### src/hw/rtl/pps_pkg.sv
package pps_pkg;

  localparam int MAX_JOBS  = 16;
  localparam int TIME_BITS = 16;
  localparam int PRIO_BITS = 8;
  localparam int SLOT_BITS = $clog2(MAX_JOBS);
  localparam int CNT_BITS  = $clog2(MAX_JOBS + 1);

  localparam logic [TIME_BITS-1:0] TIME_MAX = '1;

  // Request operation codes
  localparam logic OP_LOAD = 1'b0;
  localparam logic OP_TICK = 1'b1;

  typedef struct packed {
    logic                 operation;
    logic [TIME_BITS-1:0] arrival_time;
    logic [TIME_BITS-1:0] burst_time;
    logic [PRIO_BITS-1:0] job_priority;
  } req_t;

  typedef struct packed {
    logic [TIME_BITS-1:0] now_time;
    logic                 idle;
    logic [SLOT_BITS-1:0] ran_slot;
    logic                 finished;
    logic [TIME_BITS-1:0] turnaround;
    logic [TIME_BITS-1:0] waiting;
    logic                 all_done;
  } rsp_t;

endpackage

### src/hw/rtl/preemptive_priority_scheduler.sv
// Load transaction: accepted while idle and the block stays idle, so ready stays high; no response.
// Tick transaction: the scan, drain, update and result states run from acceptance to response and to ready again; one
// compare unit walks the 16 job slots, one slot per cycle off the job table read port.
// A finished response may wait in the output register while the next transaction is taken.
// Synchronous active-high reset empties the job table (counts) and sets time to zero;
// table contents are not cleared.
module preemptive_priority_scheduler import pps_pkg::*; (
  input  logic clk,
  input  logic rst,
  input  logic req_valid,
  output logic req_ready,
  input  req_t req,
  output logic rsp_valid,
  input  logic rsp_ready,
  output rsp_t rsp
);

  typedef enum logic [2:0] {
    ST_IDLE,
    ST_SCAN,
    ST_DRAIN,
    ST_UPDATE,
    ST_RESULT
  } state_t;

  state_t state;

  // Job table
  logic [TIME_BITS-1:0] arrival_mem   [MAX_JOBS];
  logic [TIME_BITS-1:0] burst_mem     [MAX_JOBS];
  logic [TIME_BITS-1:0] remaining_mem [MAX_JOBS];
  logic [PRIO_BITS-1:0] priority_mem  [MAX_JOBS];

  logic [CNT_BITS-1:0]  loaded_count;
  logic [CNT_BITS-1:0]  done_count;
  logic [TIME_BITS-1:0] current_time;

  logic [SLOT_BITS-1:0] scan_idx;

  // Read stage
  logic [TIME_BITS-1:0] rd_arr, rd_burst, rd_rem;
  logic [PRIO_BITS-1:0] rd_prio;
  logic                 cmp_valid;
  logic [SLOT_BITS-1:0] cmp_slot;

  // Best candidate so far
  logic                 found;
  logic [SLOT_BITS-1:0] best_slot;
  logic [TIME_BITS-1:0] best_arr, best_burst, best_rem;
  logic [PRIO_BITS-1:0] best_prio;

  logic                 fin;
  logic [TIME_BITS-1:0] turn;

  logic req_acc;
  logic load_we, upd_we;
  logic eligible, better;
  logic [TIME_BITS-1:0] done_at;
  logic [TIME_BITS-1:0] wait_val;

  assign req_ready = (state == ST_IDLE);
  assign req_acc   = req_valid && req_ready;
  assign load_we   = req_acc && (req.operation == OP_LOAD) &&
                     (loaded_count < CNT_BITS'(MAX_JOBS));
  assign upd_we    = (state == ST_UPDATE) && found;

  // Candidate test for the slot just read
  assign eligible = cmp_valid && (rd_arr <= current_time) && (rd_rem != '0);
  assign better   = !found || (rd_prio < best_prio) ||
                    ((rd_prio == best_prio) && (rd_arr < best_arr));

  assign done_at  = (current_time == TIME_MAX) ? current_time : current_time + 1'b1;
  assign wait_val = (turn >= best_burst) ? turn - best_burst : '0;

  // Table writes: loads fill the next slot, ticks update remaining time
  always_ff @(posedge clk) begin
    if (load_we) begin
      arrival_mem[loaded_count[SLOT_BITS-1:0]]  <= req.arrival_time;
      burst_mem[loaded_count[SLOT_BITS-1:0]]    <= req.burst_time;
      priority_mem[loaded_count[SLOT_BITS-1:0]] <= req.job_priority;
    end
    if (load_we) begin
      remaining_mem[loaded_count[SLOT_BITS-1:0]] <= req.burst_time;
    end else if (upd_we) begin
      remaining_mem[best_slot] <= best_rem - 1'b1;
    end
  end

  // Registered table read at the scan index
  always_ff @(posedge clk) begin
    rd_arr   <= arrival_mem[scan_idx];
    rd_burst <= burst_mem[scan_idx];
    rd_rem   <= remaining_mem[scan_idx];
    rd_prio  <= priority_mem[scan_idx];
  end

  // Sequencer, compare unit and response register
  always_ff @(posedge clk) begin
    if (rst) begin
      state        <= ST_IDLE;
      loaded_count <= '0;
      done_count   <= '0;
      current_time <= '0;
      scan_idx     <= '0;
      cmp_valid    <= 1'b0;
      found        <= 1'b0;
      fin          <= 1'b0;
      rsp_valid    <= 1'b0;
    end else begin
      if (rsp_valid && rsp_ready) begin
        rsp_valid <= 1'b0;
      end

      // compare the slot read last cycle against the current best
      if (eligible && better) begin
        found      <= 1'b1;
        best_slot  <= cmp_slot;
        best_arr   <= rd_arr;
        best_burst <= rd_burst;
        best_rem   <= rd_rem;
        best_prio  <= rd_prio;
      end

      cmp_valid <= 1'b0;

      unique case (state)
        ST_IDLE: begin
          if (req_acc) begin
            if (req.operation == OP_TICK) begin
              scan_idx <= '0;
              found    <= 1'b0;
              state    <= ST_SCAN;
            end else if (load_we) begin
              loaded_count <= loaded_count + 1'b1;
              if (req.burst_time == '0) begin
                done_count <= done_count + 1'b1;
              end
            end
          end
        end

        ST_SCAN: begin
          cmp_valid <= (CNT_BITS'(scan_idx) < loaded_count);
          cmp_slot  <= scan_idx;
          if (scan_idx == SLOT_BITS'(MAX_JOBS - 1)) begin
            state <= ST_DRAIN;
          end else begin
            scan_idx <= scan_idx + 1'b1;
          end
        end

        ST_DRAIN: begin
          state <= ST_UPDATE;
        end

        ST_UPDATE: begin
          fin  <= found && (best_rem == TIME_BITS'(1));
          turn <= done_at - best_arr;
          if (found && (best_rem == TIME_BITS'(1))) begin
            done_count <= done_count + 1'b1;
          end
          state <= ST_RESULT;
        end

        ST_RESULT: begin
          // hold here while an earlier response is still waiting
          if (!rsp_valid || rsp_ready) begin
            rsp_valid       <= 1'b1;
            rsp.now_time    <= current_time;
            rsp.idle        <= !found;
            rsp.ran_slot    <= found ? best_slot : '0;
            rsp.finished    <= fin;
            rsp.turnaround  <= fin ? turn : '0;
            rsp.waiting     <= fin ? wait_val : '0;
            rsp.all_done    <= (done_count == loaded_count);
            current_time    <= done_at;
            scan_idx        <= '0;
            state           <= ST_IDLE;
          end
        end

        default: state <= ST_IDLE;
      endcase
    end
  end

endmodule

### config.mk
export PLATFORM = sky130hd
export DESIGN_NAME = preemptive_priority_scheduler
export DESIGN_NICKNAME = d
export VERILOG_FILES = /design/src/hw/rtl/pps_pkg.sv /design/src/hw/rtl/preemptive_priority_scheduler.sv
export SDC_FILE = /design/constraint.sdc
export NUM_CORES = 1
export LEC_CHECK = 0
export BUFFER_PORTS_ARGS = -buffer_cell sky130_fd_sc_hd__clkbuf_2
export CORE_MARGIN = 3
export CORE_UTILIZATION = 43
export CTS_CLUSTER_DIAMETER = 150
export DETAILED_ROUTE_END_ITERATION = 16
export GPL_TIMING_DRIVEN = 0
export PLACE_DENSITY = 0.54
export SYNTH_ARGS = -nofsm -noshare
export SYNTH_HDL_FRONTEND = slang
export SYNTH_SLANG_ARGS = --single-unit
export TNS_END_PERCENT = 100
### constraint.sdc
create_clock -name clk -period 8.48 [get_ports clk]
set_input_delay 2.12 -clock clk [delete_from_list [all_inputs] [get_ports clk]]
set_output_delay 2.12 -clock clk [all_outputs]
set_load 0.01 [all_outputs]
==> summary.txt <==
Outcome = finished with violations
Failing checks = max-capacitance violations
Detail Route Antenna Nets = 0
FF-to-FF path depth = 14
Slew Viols, Final = 0
Tot Pwr = 12.2 mW
Tmin final = 4630 ps
WL/cell = 28.2 µm
Overflow left after global routing = 0
Pwr Density = 236 nW/µm²
Die area = 107000 µm²
Data required, critical path = 8890 ps
Initial antenna violation count = 12
Clock skew = 25.4 ps
Max Cap Violations = 1
Final Hold Fails = 0
Fmax = 216 MHz
Post-CTS setup buffers = 0
Tightest Hold Check Type = reg -> reg
Highest metal used = met5
WHS Path Cells = 0
Clock buffer count from CTS = 115
Seq/Total Area, Yosys = 74.2%
Mapped cell area = 44200 µm²
Worst-path cell with the longest stage delay = or3_1
Largest net degree at the start of global routing = 36
Remaining DRCs = 0
Net Sw Frac = 21.4%
Vias in the first global route = 23100
CTS resizes = 0
Capturing point of the worst reg2reg path = turn[14]$_DFFE_PP_
Initial Util = 43.8%
RSZ-0062 raised after global routing = false
Clock-pin slew on the worst setup and hold paths = 60 ps
Worst Hold End = best_burst[6]$_DFFE_PP_
CTS Buffer Depth = 3
Iteration-0 DRC count of the detailed router = 2147
Design Area, Final = 51700 µm²
R2R Setup Slk = 3850 ps
Worst Path Arrival = 5040 ps
Die width = 327 µm
Hold_sp = rd_burst[6]$_DFF_P_
Worst-Margin Slew = 1460 ps
CTS Sinks = 1124
DP Area = 47800 µm²
Fin crit share = 54.6%
Pint = 9.61 mW
Met2 wire len = 55200 µm
Cells along the critical path = nand3_1 -> or3_1 -> nor4_4 -> clkbuf_1 -> xor2_1 -> ha_1 -> inv_1 -> fa_1 -> a211oi_1 -> o21bai_1 -> a21oi_1 -> o211ai_1 -> a21boi_0 -> xnor2_1
Cells after Synth = 2229
Crit Path Max Fanout = 10
CTS hold repair buffers = 0
Met3 wire length = 7170 µm
Layout Nets = 2643
WL final = 112000 µm
Reg power frac = 50.7%
Setup crit end kind = register
P&R area growth vs syn = 17.0%
Syn. warnings = 0
# rows = 116
CTS tree = built
R2r startpoint = current_time[7]$_SDFFE_PP0P_
Setup crit start kind = register
Psw = 2.62 mW
First-pass GRT wire length = 162000 µm
Peak VDD IR = 0.000165 V
Syn Nets = 2358
First-pass DRT Iterations = 6
Core Area = 101000 µm²
Io pins = 102
Vias post-DR = 22600
Critical Path Max Stage Delay = 480 ps
Total GRT Usage = 21.2%
Layout cell share with drive strength beyond 1 = 26.9%
Logic pwr share = 6.5%
CTS H-tree lvls = 3
CTS root buf = clkbuf_16
Clk pwr share = 42.8%
Skew-Pair Late Insertion Delay = 690 ps
Final setup violating endpoints = 0
Setup Crit Path Kind = reg -> reg
Vias per std cell = 5.67
Gpl congestion = 0.840
Top FF cell, synth = edfxtp_1
Post-synth EDFFs = 1031
Syn Area/Cell = 19.8 µm²
Hpwl dp = 77400 µm
Yosys cell types = 66
Async S/R FF share, synth = 0%
IO buf count = 101
Leakage = 16.7 nW
Slew HR = 1.53%
FF+latch count, synth = 1124
Wl on met1 = 47100 µm
Die height = 327 µm
==> cell usage after synthesis, drive strengths merged (3+ instances only) <==
| master | n | share of area, % |
|---|---|---|
| a211o | 4 | 0.079 |
| nor3b | 3 | 0.051 |
| nand4 | 15 | 0.21 |
| a2111oi | 5 | 0.11 |
| xor2 | 14 | 0.28 |
| edfxtp | 1031 | 70 |
| nand2 | 63 | 0.53 |
| o31a | 3 | 0.059 |
| or2 | 5 | 0.071 |
| a211oi | 7 | 0.12 |
| a31oi | 16 | 0.23 |
| nor2 | 124 | 1.1 |
| nand2b | 6 | 0.085 |
| xnor2 | 51 | 1.0 |
| mux2 | 3 | 0.076 |
| clkbuf | 58 | 0.49 |
| nand3 | 25 | 0.28 |
| nor4 | 25 | 0.40 |
| o21bai | 3 | 0.051 |
| or3 | 5 | 0.071 |
| buf | 34 | 0.37 |
| o22ai | 3 | 0.057 |
| o31ai | 4 | 0.079 |
| ha | 82 | 2.3 |
| a21o | 11 | 0.19 |
| and2 | 18 | 0.25 |
| mux4 | 280 | 14 |
| dfxtp | 93 | 4.2 |
| a21oi | 45 | 0.51 |
| nand3b | 3 | 0.051 |
| o21a | 9 | 0.15 |
| nor2b | 8 | 0.13 |
| and3 | 4 | 0.057 |
| o21ai | 33 | 0.37 |
| nor3 | 31 | 0.35 |
| inv | 74 | 0.63 |
==> how the worst max path moves through the flow <==
stage                                      start                      endpoint  cells past startpoint  slack (ps)
finish              current_time[7]$_SDFFE_PP0P_            turn[14]$_DFFE_PP_                     14        3850
CTS                 current_time[0]$_SDFFE_PP0P_            turn[14]$_DFFE_PP_                     14        3840
global route        current_time[0]$_SDFFE_PP0P_            turn[14]$_DFFE_PP_                     14        3520
floorplan                                    rst         best_arr[0]$_DFFE_PP_                      4        2180
global placement                         req[40]  arrival_mem[3][15]$_DFFE_PP_                      6       -1290
detailed placement                       req[40]     burst_mem[3][2]$_DFFE_PP_                      9        3860
==> power by group through the flow <==
stage | Sequential (mW) | Combinational (mW) | Clock, mW
final | 6.20 | 0.798 | 5.23
after global placement | 6.33 | 0.776 | 0
after detailed placement | 6.32 | 0.812 | 0
after CTS | 6.21 | 0.815 | 5.33
after floorplan | 6.29 | 0.528 | 0
after global routing | 6.21 | 0.867 | 5.55
==> cells by family after synthesis <==
| kind of cell | after synthesis | synth area share (%) |
|---|---|---|
| DFF | 1124 | 74.2 |
| and+or+nand+nor | 342 | 3.76 |
| muxes | 285 | 14.4 |
| buffers and inverters | 166 | 1.49 |
| AOI/OAI and AO/OA | 163 | 2.43 |
| adders and majority gates | 84 | 2.41 |
| xor gates and xnor gates | 65 | 1.29 |
==> through the flow <==
| stage | setup slack [ps] | hold slack, ps | cells | TNS, ps | utilization (%) |
|---|---|---|---|---|---|
| after CTS | 3840 | 407 | 3972 | 0 | 51.2 |
| after global routing | 3520 | 408 | 3973 | 0 | 51.2 |
| final | 3850 | 406 | 3978 | 0 | 51.2 |
| after floorplan | 2180 | 386 | 2229 | 0 | - |
| after detailed placement | 3860 | 392 | 3753 | 0 | 47.3 |
| after global placement | -1290 | 395 | 3687 | -240450 | 45.9 |
==> critical path: cells and delay by family, from the launching register on <==
family / cells / cell delay (ps)
flip-flops: 1 / 470
AND/OR/NAND/NOR: 3 / 1030
buffers and inverters: 2 / 470
adder cells (fa/ha/maj): 2 / 690
AO/OA/AOI/OAI: 5 / 1170
XOR/XNOR: 2 / 520
==> flip-flops by register name (all words and copies together) (netlist names), 55 cells and up <==
name and count:
arrival_mem 256, burst_mem 256, priority_mem 128, remaining_mem 256, rsp 55
==> per-layer routing <==
| metal | vias to the layer above | GRT usage [%] |
|---|---|---|
| li1 | 9651 | - |
| met1 | 12000 | 29.2 |
| met2 | 727 | 34.9 |
| met3 | 177 | 4.15 |
| met4 | 6 | 5.17 |
| met5 | - | 0 |
==> cell type report <==
cell class | count | area (µm²)
Clock inverter | 74 | 827
Fill cell | 8160 | 49300
Buffer | 92 | 379
Tap cell | 1357 | 1700
Timing Repair Buffer | 168 | 1720
Sequential cell | 1124 | 32800
Multi-Input combinational cell | 939 | 10900
Inverter | 74 | 278
Clock buffer | 145 | 3100
Antenna cell | 5 | 12.5
==> cells in the final DEF, fill, tap and decap left out, drive strengths merged, types with 49 or more instances in the layout <==
master / n
buf: 100
clkbuf: 305
clkinv: 49
dfxtp: 93
edfxtp: 1031
ha: 82
inv: 79
mux4: 280
nand2: 63
nor2: 124
xnor2: 51
Power figures use the tool's default switching activity.
